$ cat src/rtl/scc_pkg.sv
// ----------------------------------------------------------------------------
// scc_pkg
// Shared types and constants for the strongly connected components block.
// ----------------------------------------------------------------------------
`default_nettype none

package scc_pkg;

    // Vertex limit and derived widths.
    localparam int MAX_VERTICES = 32;
    localparam int VLIMIT       = (MAX_VERTICES < 32) ? MAX_VERTICES : 32;
    localparam int VW           = 5;   // vertex index width
    localparam int CW           = 6;   // count width
    localparam int SW           = 7;   // finish stamp width
    localparam int LW           = 6;   // label width
    localparam int RW           = 32;  // adjacency row width

    typedef logic [VW-1:0] vidx_t;
    typedef logic [CW-1:0] count_t;
    typedef logic [SW-1:0] stamp_t;
    typedef logic [LW-1:0] label_t;
    typedef logic [RW-1:0] row_t;

    typedef enum logic [2:0] {
        ST_IDLE,
        ST_P1_ROOT,
        ST_P1_STEP,
        ST_P2_SCAN,
        ST_P2_STEP,
        ST_EMIT
    } state_t;

    // Control broadcast from the sequencer to every lane.
    typedef struct packed {
        count_t count;       // vertices in use
        logic   transposed;  // second pass reads columns
        vidx_t  top;         // vertex on top of the stack
        logic   clear;       // mark every lane unvisited
        logic   hit_en;      // discover vertex hit
        vidx_t  hit;
        logic   labeling;    // write label on discovery
        label_t label;
        logic   fin_en;      // stamp vertex fin
        vidx_t  fin;
        stamp_t fin_stamp;
    } lane_ctrl_t;

    // Result of merging lane candidates.
    typedef struct packed {
        logic  any;
        vidx_t idx;
    } merge_t;

endpackage

`default_nettype wire

$ cat src/rtl/scc_if.sv
// ----------------------------------------------------------------------------
// scc_row_if / scc_res_if
// Valid-ready channels for adjacency rows in and component results out.
// ----------------------------------------------------------------------------
`default_nettype none

interface scc_row_if;
    logic          valid;
    logic          ready;
    scc_pkg::vidx_t row_index;
    scc_pkg::row_t  row_edges;
    logic          last_row;

    modport source (output valid, output row_index, output row_edges,
                    output last_row, input ready);
    modport sink   (input valid, input row_index, input row_edges,
                    input last_row, output ready);
endinterface

interface scc_res_if;
    logic           valid;
    logic           ready;
    scc_pkg::vidx_t  vertex;
    scc_pkg::label_t component;
    logic           last_result;

    modport source (output valid, output vertex, output component,
                    output last_result, input ready);
    modport sink   (input valid, input vertex, input component,
                    input last_result, output ready);
endinterface

`default_nettype wire

$ cat src/rtl/scc_lane.sv
// ----------------------------------------------------------------------------
// scc_lane
// One vertex lane: visited flag, finish stamp, label and edge candidate.
// ----------------------------------------------------------------------------
`default_nettype none

module scc_lane (
    input  wire logic               clk,
    input  wire logic               rst_n,
    input  wire scc_pkg::vidx_t     lane_id,
    input  wire scc_pkg::lane_ctrl_t ctrl,
    input  wire scc_pkg::row_t      own_row,
    input  wire scc_pkg::row_t      top_row,
    output logic                    cand,
    output logic                    white,
    output scc_pkg::stamp_t         stamp,
    output scc_pkg::label_t         label
);

    logic            visited_reg, visited_next;
    scc_pkg::stamp_t stamp_reg, stamp_next;
    scc_pkg::label_t label_reg;
    logic            active, edge_bit, is_hit;

    // Lane is in use when its index is below the vertex count.
    assign active   = ({1'b0, lane_id} < ctrl.count);
    assign edge_bit = ctrl.transposed ? own_row[ctrl.top] : top_row[lane_id];
    assign white    = active && !visited_reg;
    assign cand     = white && edge_bit;
    assign is_hit   = ctrl.hit_en && (ctrl.hit == lane_id);

    // Visited flag and finish stamp updates.
    always_comb
    begin
        visited_next = visited_reg;
        stamp_next   = stamp_reg;
        if (ctrl.clear)
            visited_next = 1'b0;
        else if (is_hit)
            visited_next = 1'b1;
        if (ctrl.fin_en && (ctrl.fin == lane_id))
            stamp_next = ctrl.fin_stamp;
    end

    always_ff @(posedge clk or negedge rst_n)
    begin
        if (!rst_n)
        begin
            visited_reg <= 1'b0;
            stamp_reg   <= '0;
        end
        else
        begin
            visited_reg <= visited_next;
            stamp_reg   <= stamp_next;
        end
    end

    // Label is written when the second pass discovers this vertex.
    always_ff @(posedge clk)
    begin
        if (is_hit && ctrl.labeling)
            label_reg <= ctrl.label;
    end

    assign stamp = stamp_reg;
    assign label = label_reg;

endmodule

`default_nettype wire

$ cat src/rtl/scc_merge.sv
// ----------------------------------------------------------------------------
// scc_merge
// Picks the lowest-index lane that reports a candidate edge.
// ----------------------------------------------------------------------------
`default_nettype none

module scc_merge (
    input  wire logic [scc_pkg::VLIMIT-1:0] cand,
    output scc_pkg::merge_t                 result
);

    // Priority encoder, lowest index wins.
    always_comb
    begin
        result.any = 1'b0;
        result.idx = '0;
        for (int v = scc_pkg::VLIMIT - 1; v >= 0; v--)
        begin
            if (cand[v])
            begin
                result.any = 1'b1;
                result.idx = scc_pkg::vidx_t'(v);
            end
        end
    end

endmodule

`default_nettype wire

$ cat src/rtl/strongly_connected_components.sv
// ----------------------------------------------------------------------------
// strongly_connected_components
// Kosaraju component labeling of a directed graph loaded as adjacency rows.
// ----------------------------------------------------------------------------
//  Channel   Dir  Handshake        Payload
//  rows      in   valid/ready      row_index, row_edges, last_row
//  results   out  valid/ready      vertex, component, last_result
//  cfg       in   cfg_we           cfg_wdata (vertex_count)
//
// A last row starts both searches: the first pass walks the roots in index
// order, and each search step discovers or finishes one vertex; the second
// pass picks each root by a scan of the lane stamps, with one closing empty
// scan. Then N results follow at one per cycle while the output is not stalled.
// Reset clears control state; stored rows are undefined until written.
// Output stalls only hold the emit sequencer; rows are refused while busy.
// ----------------------------------------------------------------------------
`default_nettype none

module strongly_connected_components (
    input  wire logic                clk,
    input  wire logic                rst_n,
    input  wire logic                cfg_we,
    input  wire scc_pkg::count_t     cfg_wdata,
    scc_row_if.sink                  rows,
    scc_res_if.source                results
);

    localparam int NV = scc_pkg::VLIMIT;

    scc_pkg::state_t state_reg, state_next;
    scc_pkg::count_t vcount_reg, n_reg, n_next;
    scc_pkg::count_t scan_reg, scan_next;      // root index / stamp scan / emit
    scc_pkg::count_t sp_reg, sp_next;
    scc_pkg::vidx_t  top_reg, top_next;
    scc_pkg::stamp_t time_reg, time_next;
    scc_pkg::label_t lab_reg, lab_next;
    scc_pkg::stamp_t best_reg, best_next;
    scc_pkg::vidx_t  root_reg, root_next;
    logic            any_reg, any_next;
    scc_pkg::row_t   row_mem [NV];
    scc_pkg::vidx_t  stack_mem [NV];

    logic            push, pop, out_load, out_valid_reg;
    scc_pkg::vidx_t  push_v, out_vertex_reg;
    scc_pkg::label_t out_comp_reg;
    logic            out_last_reg;
    scc_pkg::lane_ctrl_t ctrl;
    scc_pkg::merge_t merged;
    scc_pkg::count_t n_cfg;

    logic [NV-1:0]   cand, white;
    scc_pkg::stamp_t stamps [NV];
    scc_pkg::label_t labels [NV];
    scc_pkg::vidx_t  scan_idx;
    logic            row_acc;

    assign row_acc  = rows.valid && rows.ready;
    assign rows.ready = (state_reg == scc_pkg::ST_IDLE);
    assign scan_idx = scan_reg[scc_pkg::VW-1:0];

    // Clamp the configured vertex count to 1..VLIMIT.
    always_comb
    begin
        if (vcount_reg == '0)
            n_cfg = scc_pkg::count_t'(1);
        else if (vcount_reg > scc_pkg::count_t'(NV))
            n_cfg = scc_pkg::count_t'(NV);
        else
            n_cfg = vcount_reg;
    end

    // Configuration register.
    always_ff @(posedge clk or negedge rst_n)
    begin
        if (!rst_n)
            vcount_reg <= scc_pkg::count_t'(32);
        else if (cfg_we)
            vcount_reg <= cfg_wdata;
    end

    // Adjacency row store.
    always_ff @(posedge clk)
    begin
        if (row_acc)
            row_mem[rows.row_index] <= rows.row_edges;
    end

    // Vertex lanes and merge.
    for (genvar v = 0; v < NV; v++)
    begin : g_lane
        scc_lane u_lane (
            .clk     (clk),
            .rst_n   (rst_n),
            .lane_id (scc_pkg::vidx_t'(v)),
            .ctrl    (ctrl),
            .own_row (row_mem[v]),
            .top_row (row_mem[top_reg]),
            .cand    (cand[v]),
            .white   (white[v]),
            .stamp   (stamps[v]),
            .label   (labels[v])
        );
    end

    scc_merge u_merge (
        .cand   (cand),
        .result (merged)
    );

    // Next state.
    always_comb
    begin
        state_next = state_reg;
        unique case (state_reg)
            scc_pkg::ST_IDLE:
                if (row_acc && rows.last_row)
                    state_next = scc_pkg::ST_P1_ROOT;
            scc_pkg::ST_P1_ROOT:
                if (scan_reg == n_reg)
                    state_next = scc_pkg::ST_P2_SCAN;
                else if (white[scan_idx])
                    state_next = scc_pkg::ST_P1_STEP;
            scc_pkg::ST_P1_STEP:
                if (!merged.any && sp_reg == scc_pkg::count_t'(1))
                    state_next = scc_pkg::ST_P1_ROOT;
            scc_pkg::ST_P2_SCAN:
                if (scan_reg == n_reg)
                    state_next = any_reg ? scc_pkg::ST_P2_STEP : scc_pkg::ST_EMIT;
            scc_pkg::ST_P2_STEP:
                if (!merged.any && sp_reg == scc_pkg::count_t'(1))
                    state_next = scc_pkg::ST_P2_SCAN;
            scc_pkg::ST_EMIT:
                if (out_load && scan_reg + scc_pkg::count_t'(1) == n_reg)
                    state_next = scc_pkg::ST_IDLE;
            default:
                state_next = scc_pkg::ST_IDLE;
        endcase
    end

    // Datapath control.
    always_comb
    begin
        n_next    = n_reg;
        scan_next = scan_reg;
        time_next = time_reg;
        lab_next  = lab_reg;
        best_next = best_reg;
        root_next = root_reg;
        any_next  = any_reg;
        push      = 1'b0;
        pop       = 1'b0;
        push_v    = '0;
        out_load  = 1'b0;

        ctrl.count      = n_reg;
        ctrl.transposed = (state_reg == scc_pkg::ST_P2_STEP);
        ctrl.top        = top_reg;
        ctrl.clear      = 1'b0;
        ctrl.hit_en     = 1'b0;
        ctrl.hit        = '0;
        ctrl.labeling   = 1'b0;
        ctrl.label      = lab_reg;
        ctrl.fin_en     = 1'b0;
        ctrl.fin        = top_reg;
        ctrl.fin_stamp  = time_reg + scc_pkg::stamp_t'(1);

        unique case (state_reg)
            scc_pkg::ST_IDLE:
                if (row_acc && rows.last_row)
                begin
                    n_next     = n_cfg;
                    ctrl.clear = 1'b1;
                    time_next  = '0;
                    scan_next  = '0;
                end
            scc_pkg::ST_P1_ROOT:
                if (scan_reg == n_reg)
                begin
                    // Start the second pass.
                    ctrl.clear = 1'b1;
                    scan_next  = '0;
                    best_next  = '0;
                    any_next   = 1'b0;
                    lab_next   = scc_pkg::label_t'(1);
                end
                else if (white[scan_idx])
                begin
                    push      = 1'b1;
                    push_v    = scan_idx;
                    time_next = time_reg + scc_pkg::stamp_t'(1);
                end
                else
                    scan_next = scan_reg + scc_pkg::count_t'(1);
            scc_pkg::ST_P1_STEP:
                if (merged.any)
                begin
                    push      = 1'b1;
                    push_v    = merged.idx;
                    time_next = time_reg + scc_pkg::stamp_t'(1);
                end
                else
                begin
                    pop         = 1'b1;
                    ctrl.fin_en = 1'b1;
                    time_next   = time_reg + scc_pkg::stamp_t'(1);
                end
            scc_pkg::ST_P2_SCAN:
                if (scan_reg == n_reg)
                begin
                    if (any_reg)
                    begin
                        push   = 1'b1;
                        push_v = root_reg;
                    end
                    else
                        scan_next = '0;
                end
                else
                begin
                    if (white[scan_idx] && stamps[scan_idx] > best_reg)
                    begin
                        best_next = stamps[scan_idx];
                        root_next = scan_idx;
                        any_next  = 1'b1;
                    end
                    scan_next = scan_reg + scc_pkg::count_t'(1);
                end
            scc_pkg::ST_P2_STEP:
                if (merged.any)
                begin
                    push   = 1'b1;
                    push_v = merged.idx;
                end
                else
                begin
                    pop = 1'b1;
                    if (sp_reg == scc_pkg::count_t'(1))
                    begin
                        lab_next  = lab_reg + scc_pkg::label_t'(1);
                        scan_next = '0;
                        best_next = '0;
                        any_next  = 1'b0;
                    end
                end
            scc_pkg::ST_EMIT:
                if (!out_valid_reg || results.ready)
                begin
                    out_load  = 1'b1;
                    scan_next = scan_reg + scc_pkg::count_t'(1);
                end
            default:
                ;
        endcase

        // Discovery marks the lane and writes its label in the second pass.
        ctrl.hit_en   = push;
        ctrl.hit      = push_v;
        ctrl.labeling = push && (state_reg == scc_pkg::ST_P2_SCAN
                                 || state_reg == scc_pkg::ST_P2_STEP);
    end

    // Search stack with a separate top-of-stack register.
    always_comb
    begin
        sp_next  = sp_reg;
        top_next = top_reg;
        if (push)
        begin
            sp_next  = sp_reg + scc_pkg::count_t'(1);
            top_next = push_v;
        end
        else if (pop)
        begin
            sp_next = sp_reg - scc_pkg::count_t'(1);
            if (sp_reg > scc_pkg::count_t'(1))
                top_next = stack_mem[scc_pkg::vidx_t'(sp_reg - scc_pkg::count_t'(2))];
        end
    end

    always_ff @(posedge clk)
    begin
        if (push)
            stack_mem[sp_reg[scc_pkg::VW-1:0]] <= push_v;
    end

    // Control registers.
    always_ff @(posedge clk or negedge rst_n)
    begin
        if (!rst_n)
        begin
            state_reg <= scc_pkg::ST_IDLE;
            n_reg     <= scc_pkg::count_t'(1);
            scan_reg  <= '0;
            sp_reg    <= '0;
            top_reg   <= '0;
            time_reg  <= '0;
            lab_reg   <= scc_pkg::label_t'(1);
            best_reg  <= '0;
            root_reg  <= '0;
            any_reg   <= 1'b0;
        end
        else
        begin
            state_reg <= state_next;
            n_reg     <= n_next;
            scan_reg  <= scan_next;
            sp_reg    <= sp_next;
            top_reg   <= top_next;
            time_reg  <= time_next;
            lab_reg   <= lab_next;
            best_reg  <= best_next;
            root_reg  <= root_next;
            any_reg   <= any_next;
        end
    end

    // Output register.
    always_ff @(posedge clk or negedge rst_n)
    begin
        if (!rst_n)
            out_valid_reg <= 1'b0;
        else if (out_load)
            out_valid_reg <= 1'b1;
        else if (results.ready)
            out_valid_reg <= 1'b0;
    end

    always_ff @(posedge clk)
    begin
        if (out_load)
        begin
            out_vertex_reg <= scan_idx;
            out_comp_reg   <= labels[scan_idx];
            out_last_reg   <= (scan_reg + scc_pkg::count_t'(1) == n_reg);
        end
    end

    assign results.valid       = out_valid_reg;
    assign results.vertex      = out_vertex_reg;
    assign results.component   = out_comp_reg;
    assign results.last_result = out_last_reg;

    // The stack never holds more vertices than are in use.
    a_sp_bound: assert property (@(posedge clk) disable iff (!rst_n)
        sp_reg <= n_reg)
        else $error("search stack overflow");

    // A search step always has a vertex on the stack.
    a_step_nonempty: assert property (@(posedge clk) disable iff (!rst_n)
        (state_reg == scc_pkg::ST_P1_STEP || state_reg == scc_pkg::ST_P2_STEP)
        |-> sp_reg != '0)
        else $error("search step with empty stack");

    // Every reported label was written by the second pass.
    a_label_nonzero: assert property (@(posedge clk) disable iff (!rst_n)
        results.valid |-> results.component != '0)
        else $error("zero component label");

    // Every first-pass step, push or pop, advances the time counter by one.
    a_time_steps: assert property (@(posedge clk) disable iff (!rst_n)
        (state_reg == scc_pkg::ST_P1_STEP) |=> time_reg == $past(time_reg) + 7'd1)
        else $error("time counter did not step");

endmodule

`default_nettype wire
$ cat src/flat_wrapper.sv
// flat-port wrapper written by rule: the top's interface ports become plain ports
module strongly_connected_components_flat 
  (clk, rst_n, cfg_we, cfg_wdata, rows_valid, rows_row_index, rows_row_edges, rows_last_row, rows_ready, results_valid, results_vertex, results_component, results_last_result, results_ready);
  scc_row_if rows_i ();
  scc_res_if results_i ();
  input  wire logic clk;
  input  wire logic rst_n;
  input  wire logic cfg_we;
  input  wire scc_pkg::count_t cfg_wdata;
  input wire logic [$bits(rows_i.valid)-1:0] rows_valid;
  input wire logic [$bits(rows_i.row_index)-1:0] rows_row_index;
  input wire logic [$bits(rows_i.row_edges)-1:0] rows_row_edges;
  input wire logic [$bits(rows_i.last_row)-1:0] rows_last_row;
  output wire logic [$bits(rows_i.ready)-1:0] rows_ready;
  output wire logic [$bits(results_i.valid)-1:0] results_valid;
  output wire logic [$bits(results_i.vertex)-1:0] results_vertex;
  output wire logic [$bits(results_i.component)-1:0] results_component;
  output wire logic [$bits(results_i.last_result)-1:0] results_last_result;
  input wire logic [$bits(results_i.ready)-1:0] results_ready;
  assign rows_i.valid = rows_valid;
  assign rows_i.row_index = rows_row_index;
  assign rows_i.row_edges = rows_row_edges;
  assign rows_i.last_row = rows_last_row;
  assign rows_ready = rows_i.ready;
  assign results_valid = results_i.valid;
  assign results_vertex = results_i.vertex;
  assign results_component = results_i.component;
  assign results_last_result = results_i.last_result;
  assign results_i.ready = results_ready;
  strongly_connected_components u_core (.clk(clk), .rst_n(rst_n), .cfg_we(cfg_we), .cfg_wdata(cfg_wdata), .rows(rows_i), .results(results_i));
endmodule
$ cat config.mk
export PLATFORM = sky130hd
export DESIGN_NAME = strongly_connected_components_flat
export DESIGN_NICKNAME = d
export VERILOG_FILES = /design/src/rtl/scc_pkg.sv /design/src/rtl/scc_if.sv /design/src/rtl/scc_lane.sv /design/src/rtl/scc_merge.sv /design/src/rtl/strongly_connected_components.sv /design/src/flat_wrapper.sv
export SDC_FILE = /design/constraint.sdc
export NUM_CORES = 2
export LEC_CHECK = 0
export ABC_AREA = 0
export ABC_CLOCK_PERIOD_IN_PS = 9300
export BUFFER_PORTS_ARGS = -buffer_cell sky130_fd_sc_hd__buf_2
export CAP_MARGIN = 20
export CORE_MARGIN = 4
export CORE_UTILIZATION = 67
export CTS_CLUSTER_DIAMETER = 150
export CTS_CLUSTER_SIZE = 24
export DETAILED_ROUTE_END_ITERATION = 7
export PLACE_DENSITY = 0.93
export SYNTH_ARGS = -nofsm -noshare
export SYNTH_HDL_FRONTEND = slang
export SYNTH_SLANG_ARGS = --single-unit
$ cat constraint.sdc
create_clock -name clk -period 9.3 [get_ports clk]
set_input_delay 1.86 -clock clk [delete_from_list [all_inputs] [get_ports clk]]
set_output_delay 1.86 -clock clk [all_outputs]
set_load 0.05 [all_outputs]
# Yosys cells after proc, flatten, opt, wreduce, memory -nomap -nowiden
# Memories as Yosys holds them, arrays and structs flattened.
# Index checks and enable logic that the tools add are counted.
# word_totals
mem_bits_ro,0
latch_bits,0
word_cells,770
mem_count,2
register_bits,519
out_inout_bits,14
inputBits,49
mem_bits_rw,1184
# classes
multipliers,0
muxes,271
bitwise,2
n_addsub,6
div_mod_pow,0
eq_ne,86
shifts,0
n_reduce_logical,254
order_cmp,38
# memory_table
name,words,width,read_ports,rd_clocked_by_memory_dff,write_ports,line,text
u_core.row_mem,32,32,33,0,1,strongly_connected_components.sv:40,scc_pkg::row_t row_mem [NV];
u_core.stack_mem,32,5,1,0,1,strongly_connected_components.sv:41,scc_pkg::vidx_t stack_mem [NV];
# op_table
op,n
$mux W6,49
$logic_and A1 B1 Y1,166
$bmux W1 S5,33
$eq A5 B5 Y1 const B,32
$mux W1,153
$lt A5 B6 Y1 const A,16
$eq A5 B4 Y1 const B,16
$reduce_bool A2 Y1,36
$mux W7,10
$lt A4 B6 Y1 const A,8
$pmux W7 S3,2
$eq A5 B3 Y1 const B,8
$mux W5,8
$bmux W7 S5,1
$logic_not A1 Y1,34
$bmux W6 S5,1
$pmux W6 S5,1
$lt A3 B6 Y1 const A,4
$mux W3,7
$eq A5 B2 Y1 const B,4
$add A6 B1 Y6 const B,3
$ne A2 B1 Y1 const B,9
$pmux W3 S6,1
$pmux W5 S3,1
other kinds (37),54

# Logic depth before layout (Yosys ltp)
# An unclocked memory read counts as a cell.
# logic_depth
word_depth,43
ltp_mapped,22

# Hierarchy
# Synthesis repeated with hierarchy kept, for this count alone.
# unflattened
cells_unflattened,5894
area_unflattened_um2,94390.5
# modules_own_cells
module,n_inst,seq_area_each_um2,cells_each,area_each_um2
strongly_connected_components,1,37394.6,2533,52703.0
scc_lane,32,380.4,103,1291.2
scc_merge,1,0.0,65,367.9

# Worst setup path after synthesis
# No wires, ideal clock.
# synth_path
path_kind,register -> register
from,register u_core.top_reg[1]
to,register u_core.g_lane[12].u_lane.label_reg[0] (enable)
arrival_ns,4.991
synth_period_minus_slack_ns,5.341
n_path_buf,8
setup_time_ns,0.350
path_stages_with_launch,19
path_slack_ns,3.959
required_time_ns,8.950
cell_sequence,dfrtp_1 > clkbuf_1 > buf_4 > buf_4 > buf_2 > buf_2 > buf_2 > buf_1 > mux4_2 > nor3_1 > o21ai_0 > a32oi_1 > nand4_1 > nor4_4 > nand2_4 > a222oi_1 > o211ai_2 > buf_6 > nor2_1
# synth_via
elab_chain_cells,41
# synth_rtl
item,line,text
"start, declared",strongly_connected_components.sv:34,"scc_pkg::vidx_t top_reg, top_next;"
"start signal, assigned",strongly_connected_components.sv:308,top_reg <= top_next;
$bmux W1 S5,scc_lane.sv:27,assign edge_bit = ctrl.transposed ? own_row[ctrl.top] : top_row[lane_id];
$mux W1 (not written as such),scc_lane.sv:27,
$mux W1,scc_lane.sv:27,
$logic_and A1 B1 Y1,scc_lane.sv:29,assign cand = white && edge_bit;
$mux W6 (31 in series),scc_merge.sv:19,if (cand[v])
$mux W6 *,scc_merge.sv:19,
$mux W5,"strongly_connected_components.sv:195, strongly_connected_components.sv:229",
$pmux W5 S3,strongly_connected_components.sv:167,unique case (state_reg)
$eq A5 B4 Y1,scc_lane.sv:30,assign is_hit = ctrl.hit_en && (ctrl.hit == lane_id);
$logic_and A1 B1 Y1,scc_lane.sv:30,
$logic_and A1 B1 Y1 *,scc_lane.sv:62,if (is_hit && ctrl.labeling)
"end signal, assigned",scc_lane.sv:63,label_reg <= ctrl.label;
"end, declared",scc_lane.sv:22,scc_pkg::label_t label_reg;
# Mark *: on every way between the ends. The rest lies on a longest branch, timed or not. The select of a mux whose other input is x is not followed.
# A chain may end at the register's enable or synchronous reset.

# Worst setup path in the final report
# layout_path
from,register u_core.top_reg[0]
to,register u_core.g_lane[7].u_lane.stamp_reg[2]
# layout_via
elab_chain_cells,39
# layout_rtl
item,line,text
$bmux W1 S5,scc_lane.sv:27,
$mux W1 (not written as such),scc_lane.sv:27,
$mux W1,scc_lane.sv:27,
$logic_and A1 B1 Y1,scc_lane.sv:29,
$mux W6 (32 in series),scc_merge.sv:19,
$mux W1,strongly_connected_components.sv:195,if (merged.any)
$mux W1,strongly_connected_components.sv:167,
$logic_and A1 B1 Y1 *,scc_lane.sv:41,if (ctrl.fin_en && (ctrl.fin == lane_id))
"end signal, assigned",scc_lane.sv:55,stamp_reg <= stamp_next;
"end, declared",scc_lane.sv:21,"scc_pkg::stamp_t stamp_reg, stamp_next;"
# Marks and branches as above.

==> PnR_summary.wiki <==
{| class="wikitable"
! Metric !! Value
|-
| Fraction of power spent switching nets || 0.384
|-
| Total number of placement rows || ~130
|-
| Number of buffers on the longest clock path || 3
|-
| Flops & latches, synth || around 1700
|-
| Layout cell share with drive strength beyond 1 || 0.272
|-
| Post-Syn Nets || 4608
|-
| Clock tree from TritonCTS || yes
|-
| Power share of the clock group || 0.177
|-
| Overall via count from detail_route || a little under 50000
|-
| Number of violations reported at the end of detailed-routing iteration 0 || a little over 10000
|-
| Area of the die || ~0.12 sq mm
|-
| Type of the worst setup path || flop to flop
|-
| Total of hold buffers inserted after clock tree synthesis || 0
|-
| Most used DFF post-synth || sky130_fd_sc_hd__edfxtp_1
|-
| Setup repair after global routing missed its margin || false
|-
| Layout Nets || roughly 4600
|-
| Area post-placement || roughly 0.080 sq mm
|-
| Cts bufs inserted || 80
|-
| Area Growth Syn to Fin || 5.95%
|-
| Drt drc || 16
|-
| Worst EP arrival || between 8000 and 9000 ps
|-
| Required time of the worst setup path || 9900 ps
|-
| Slew Limit Fails || 0
|-
| Critical Path Sink Type || flop
|-
| Measured slew at the worst slew-check pin || approximately 1400 ps
|-
| Overflow left after global routing || 0
|-
| Int Power || 13.8 mW
|-
| Remaining antenna violation count || 0
|-
| Max reg flops || between 1000 and 1500
|-
| Fin crit period || ~7400 ps
|-
| Average vias per placed instance || 8.16
|-
| Total Routing Usage GR || 0.395
|-
| Count of input and output buffers || between 60 and 70
|-
| Clock root cell || sky130_fd_sc_hd__clkbuf_16
|-
| Period Utilization, post-route || 0.799
|-
| Net switching power || 8.64 mW
|-
| Max incr delay on CP || slightly below 1000 ps
|-
| Sequential cell area fraction in the yosys report || 0.633
|-
| Core area || about 0.12 sq mm
|-
| Clock-pin slew on the worst setup and hold paths || about 100 ps
|-
| Kind of path behind the tightest hold check || flop to flop
|-
| Insertion delay to the later sink of the worst-skew pair || approximately 740 ps
|-
| Number of synthesis warnings || 0
|-
| Number of setup buffers added after CTS || 0
|-
| Cell-by-cell trace of the critical path || buf_12 > mux4_2 > mux2_2 > o22ai_1 > a2111oi_0 > or3b_1 > or3_1 > nor4_4 > nand2_4 > or3_1 > nor2_1 > mux2_2
|-
| Die X-Extent || between 300 and 400 microns
|-
| Post-DR wirelength/cell || between 30 and 40 microns
|-
| Final Core Density || 0.715
|-
| Maximum number of pins on one net before global-route repair || approximately 140
|-
| Vias in the first global route || 48369
|-
| Share of async-settable or async-resettable flops after synthesis || 0.185
|-
| Vert. Die Dim || between 300 and 400 microns
|-
| Pre-CTS WS || between 1500 and 2000 ps
|-
| Post-synthesis average cell area || between 15 and 20 sq um
|-
| Number of enable flip-flop cells after synthesis || ~1400
|-
| MaxCap Viol Count || 0
|-
| CTS Sinks || approximately 1700
|-
| Pwr per Cell Area || 271 mW/mm^2
|-
| Proportion of power drawn by combinational gates || 0.423
|-
| Cell area after synthesis || just under 0.08 sq mm
|-
| Worst path slowest cell || sky130_fd_sc_hd__dfrtp_4
|-
| Routability congestion estimate from global placement || between 1 and 1.5
|-
| Yosys cell types || 98
|-
| PostCTS Resize Cnt || 0
|-
| Final number of hold-violating endpoints || 0
|-
| Total Routed Length || 242000 microns
|-
| Static leakage || around 28 nW
|-
| Post-route standard cell area excluding fillers || between 0.08 and 0.09 sq mm
|-
| Skew final || roughly 44 ps
|-
| Top Ports || 63
|-
| H-tree depth || 3
|-
| Maximum clock rate || ~0.13 GHz
|-
| Number of detailed-route iterations in the first pass || 8
|-
| Violations in the final reports || design-rule violations
|-
| Rel. slew slack || 0.0898
|-
| Post-Route Setup TNS || 0 ps
|-
| Outcome || finished with violations
|-
| Seq pwr share || 0.400
|-
| Initial cell density of the core || 0.674
|-
| Maximum ir drop on the vdd rail || between 0.2 and 0.3 mV
|-
| Detailed Place HPWL || approximately 160000 microns
|-
| First-pass GRT wire length || ~350000 microns
|-
| Critical path peak fanout || roughly 110
|-
| Worst setup slack after layout || 1870 ps
|-
| Count of final setup violators || 0
|-
| Number of antenna violations at the first check in global routing || 11
|-
| Gate Count Post-Synth || around 4500
|-
| Category of the worst setup path launch point || flop
|}
[cell usage in the layout (no fill, tap or decap), types with 11 or more instances in the layout]
master / n
sky130_fd_sc_hd__a211oi_1: 30
sky130_fd_sc_hd__a21oi_1: 74
sky130_fd_sc_hd__a22o_1: 11
sky130_fd_sc_hd__a22oi_1: 31
sky130_fd_sc_hd__and3_1: 13
sky130_fd_sc_hd__buf_12: 11
sky130_fd_sc_hd__buf_2: 61
sky130_fd_sc_hd__buf_4: 120
sky130_fd_sc_hd__clkbuf_1: 29
sky130_fd_sc_hd__clkbuf_16: 83
sky130_fd_sc_hd__dfrtp_1: 303
sky130_fd_sc_hd__edfxtp_1: 1388
sky130_fd_sc_hd__ha_1: 18
sky130_fd_sc_hd__inv_1: 21
sky130_fd_sc_hd__mux2_2: 232
sky130_fd_sc_hd__mux2i_1: 297
sky130_fd_sc_hd__mux4_2: 586
sky130_fd_sc_hd__nand2_1: 178
sky130_fd_sc_hd__nand2b_1: 22
sky130_fd_sc_hd__nand3_1: 44
sky130_fd_sc_hd__nand4_1: 12
sky130_fd_sc_hd__nor2_1: 202
sky130_fd_sc_hd__nor2_4: 32
sky130_fd_sc_hd__nor2b_1: 11
sky130_fd_sc_hd__nor3_1: 68
sky130_fd_sc_hd__nor4_1: 13
sky130_fd_sc_hd__nor4_2: 24
sky130_fd_sc_hd__o211ai_1: 14
sky130_fd_sc_hd__o21ai_0: 120
sky130_fd_sc_hd__o221ai_1: 11
sky130_fd_sc_hd__o22ai_1: 141
sky130_fd_sc_hd__o31ai_1: 19
sky130_fd_sc_hd__or3_1: 22
sky130_fd_sc_hd__xnor2_1: 12
[through the flow]
step                      hold WS [ps]  total power [mW]  std cells
final                              509              22.5       6079
after global routing               519              23.0       6073
after CTS                          499              22.0       6054
after detailed placement           476              18.1       5939
after global placement             464              17.9       5932
after floorplan                    423              15.1       4541
[power groups by stage]
stage	sequential, mW	combinational [mW]	clock (mW)
2_1_floorplan	8.87	6.26	0
3_3_place_gp	9.12	8.76	0
3_5_place_dp	9.15	8.94	0
4_1_cts	8.98	9.04	3.96
5_1_grt	9.01	9.68	4.26
6_report	8.99	9.50	3.99
[cells by family after synthesis]
| family | after synthesis | synth area share |
|---|---|---|
| compound gates | 598 | 0.0517 |
| xor+xnor | 26 | 0.00291 |
| fa+ha+maj | 18 | 0.00288 |
| buf+inv | 348 | 0.0220 |
| flops | 1703 | 0.633 |
| mux | 1115 | 0.240 |
| simple gates | 733 | 0.0472 |
[cell type report]
cell class	instances	area [sq um]
flip-flops and latches	1703	49600
fillers	6711	33100
multi-input cells	2490	27300
clock buffers	112	2190
well taps	1524	1910
repair buffers	210	1780
inverters	28	108
clock inverters	3	26.3
diodes	9	22.5
[routing by layer]
layer  GRT usage  up-vias  part of all wire  routed length, microns
li1            -    18514                 -                       -
met1       0.521    24874              0.32                   77900
met2       0.605     5065              0.46                  110000
met3       0.119     1167              0.15                   35700
met4       0.210        8             0.075                   18100
met5     0.00353        -           0.00022                      52
[worst max-delay path: cells and delay by family, from the launching register on]
family | cells | cell delay [ps]
buffers and inverters | 1 | 630
AO/OA/AOI/OAI | 2 | 760
multiplexers | 3 | 1320
flip-flops | 1 | 990
AND/OR/NAND/NOR | 6 | 3440
[synthesized netlist by cell type (24+ instances only)]
cell | instances | area share
sky130_fd_sc_hd__edfxtp_1 | 1388 | 0.53
sky130_fd_sc_hd__mux4_2 | 586 | 0.17
sky130_fd_sc_hd__dfrtp_1 | 312 | 0.10
sky130_fd_sc_hd__mux2i_1 | 297 | 0.038
sky130_fd_sc_hd__nor2_1 | 238 | 0.011
sky130_fd_sc_hd__mux2_2 | 232 | 0.033
sky130_fd_sc_hd__nand2_1 | 180 | 0.0086
sky130_fd_sc_hd__o22ai_1 | 141 | 0.011
sky130_fd_sc_hd__clkbuf_1 | 136 | 0.0065
sky130_fd_sc_hd__o21ai_0 | 120 | 0.0077
sky130_fd_sc_hd__buf_2 | 84 | 0.0054
sky130_fd_sc_hd__a21oi_1 | 74 | 0.0047
sky130_fd_sc_hd__nor3_1 | 70 | 0.0045
sky130_fd_sc_hd__nand3_1 | 44 | 0.0028
sky130_fd_sc_hd__buf_4 | 39 | 0.0037
sky130_fd_sc_hd__buf_1 | 38 | 0.0018
sky130_fd_sc_hd__a22oi_1 | 31 | 0.0030
sky130_fd_sc_hd__a211oi_1 | 30 | 0.0029
sky130_fd_sc_hd__nand2b_1 | 24 | 0.0019
sky130_fd_sc_hd__nor4_2 | 24 | 0.0038
[final timing paths]
path | start | endpoint | slack [ps] | depth (start not counted)
worst min register to register | u_core.g_lane[1].u_lane.visited_reg | u_core.g_lane[1].u_lane.visited_reg | 510 | 2
max in group asynchronous | rst_n | u_core.g_lane[8].u_lane.stamp[4] | 6530 | 2
worst max-delay path | u_core.top_reg[0] | u_core.g_lane[7].u_lane.stamp[2] | 1870 | 12
worst max register to register | u_core.top_reg[0] | u_core.g_lane[7].u_lane.stamp[2] | 1870 | 12
worst min-delay path | u_core.g_lane[1].u_lane.visited_reg | u_core.g_lane[1].u_lane.visited_reg | 510 | 2
min in group asynchronous | rst_n | u_core.g_lane[1].u_lane.stamp[2] | 1250 | 1
No activity file was read; power rests on OpenSTA's default activity.
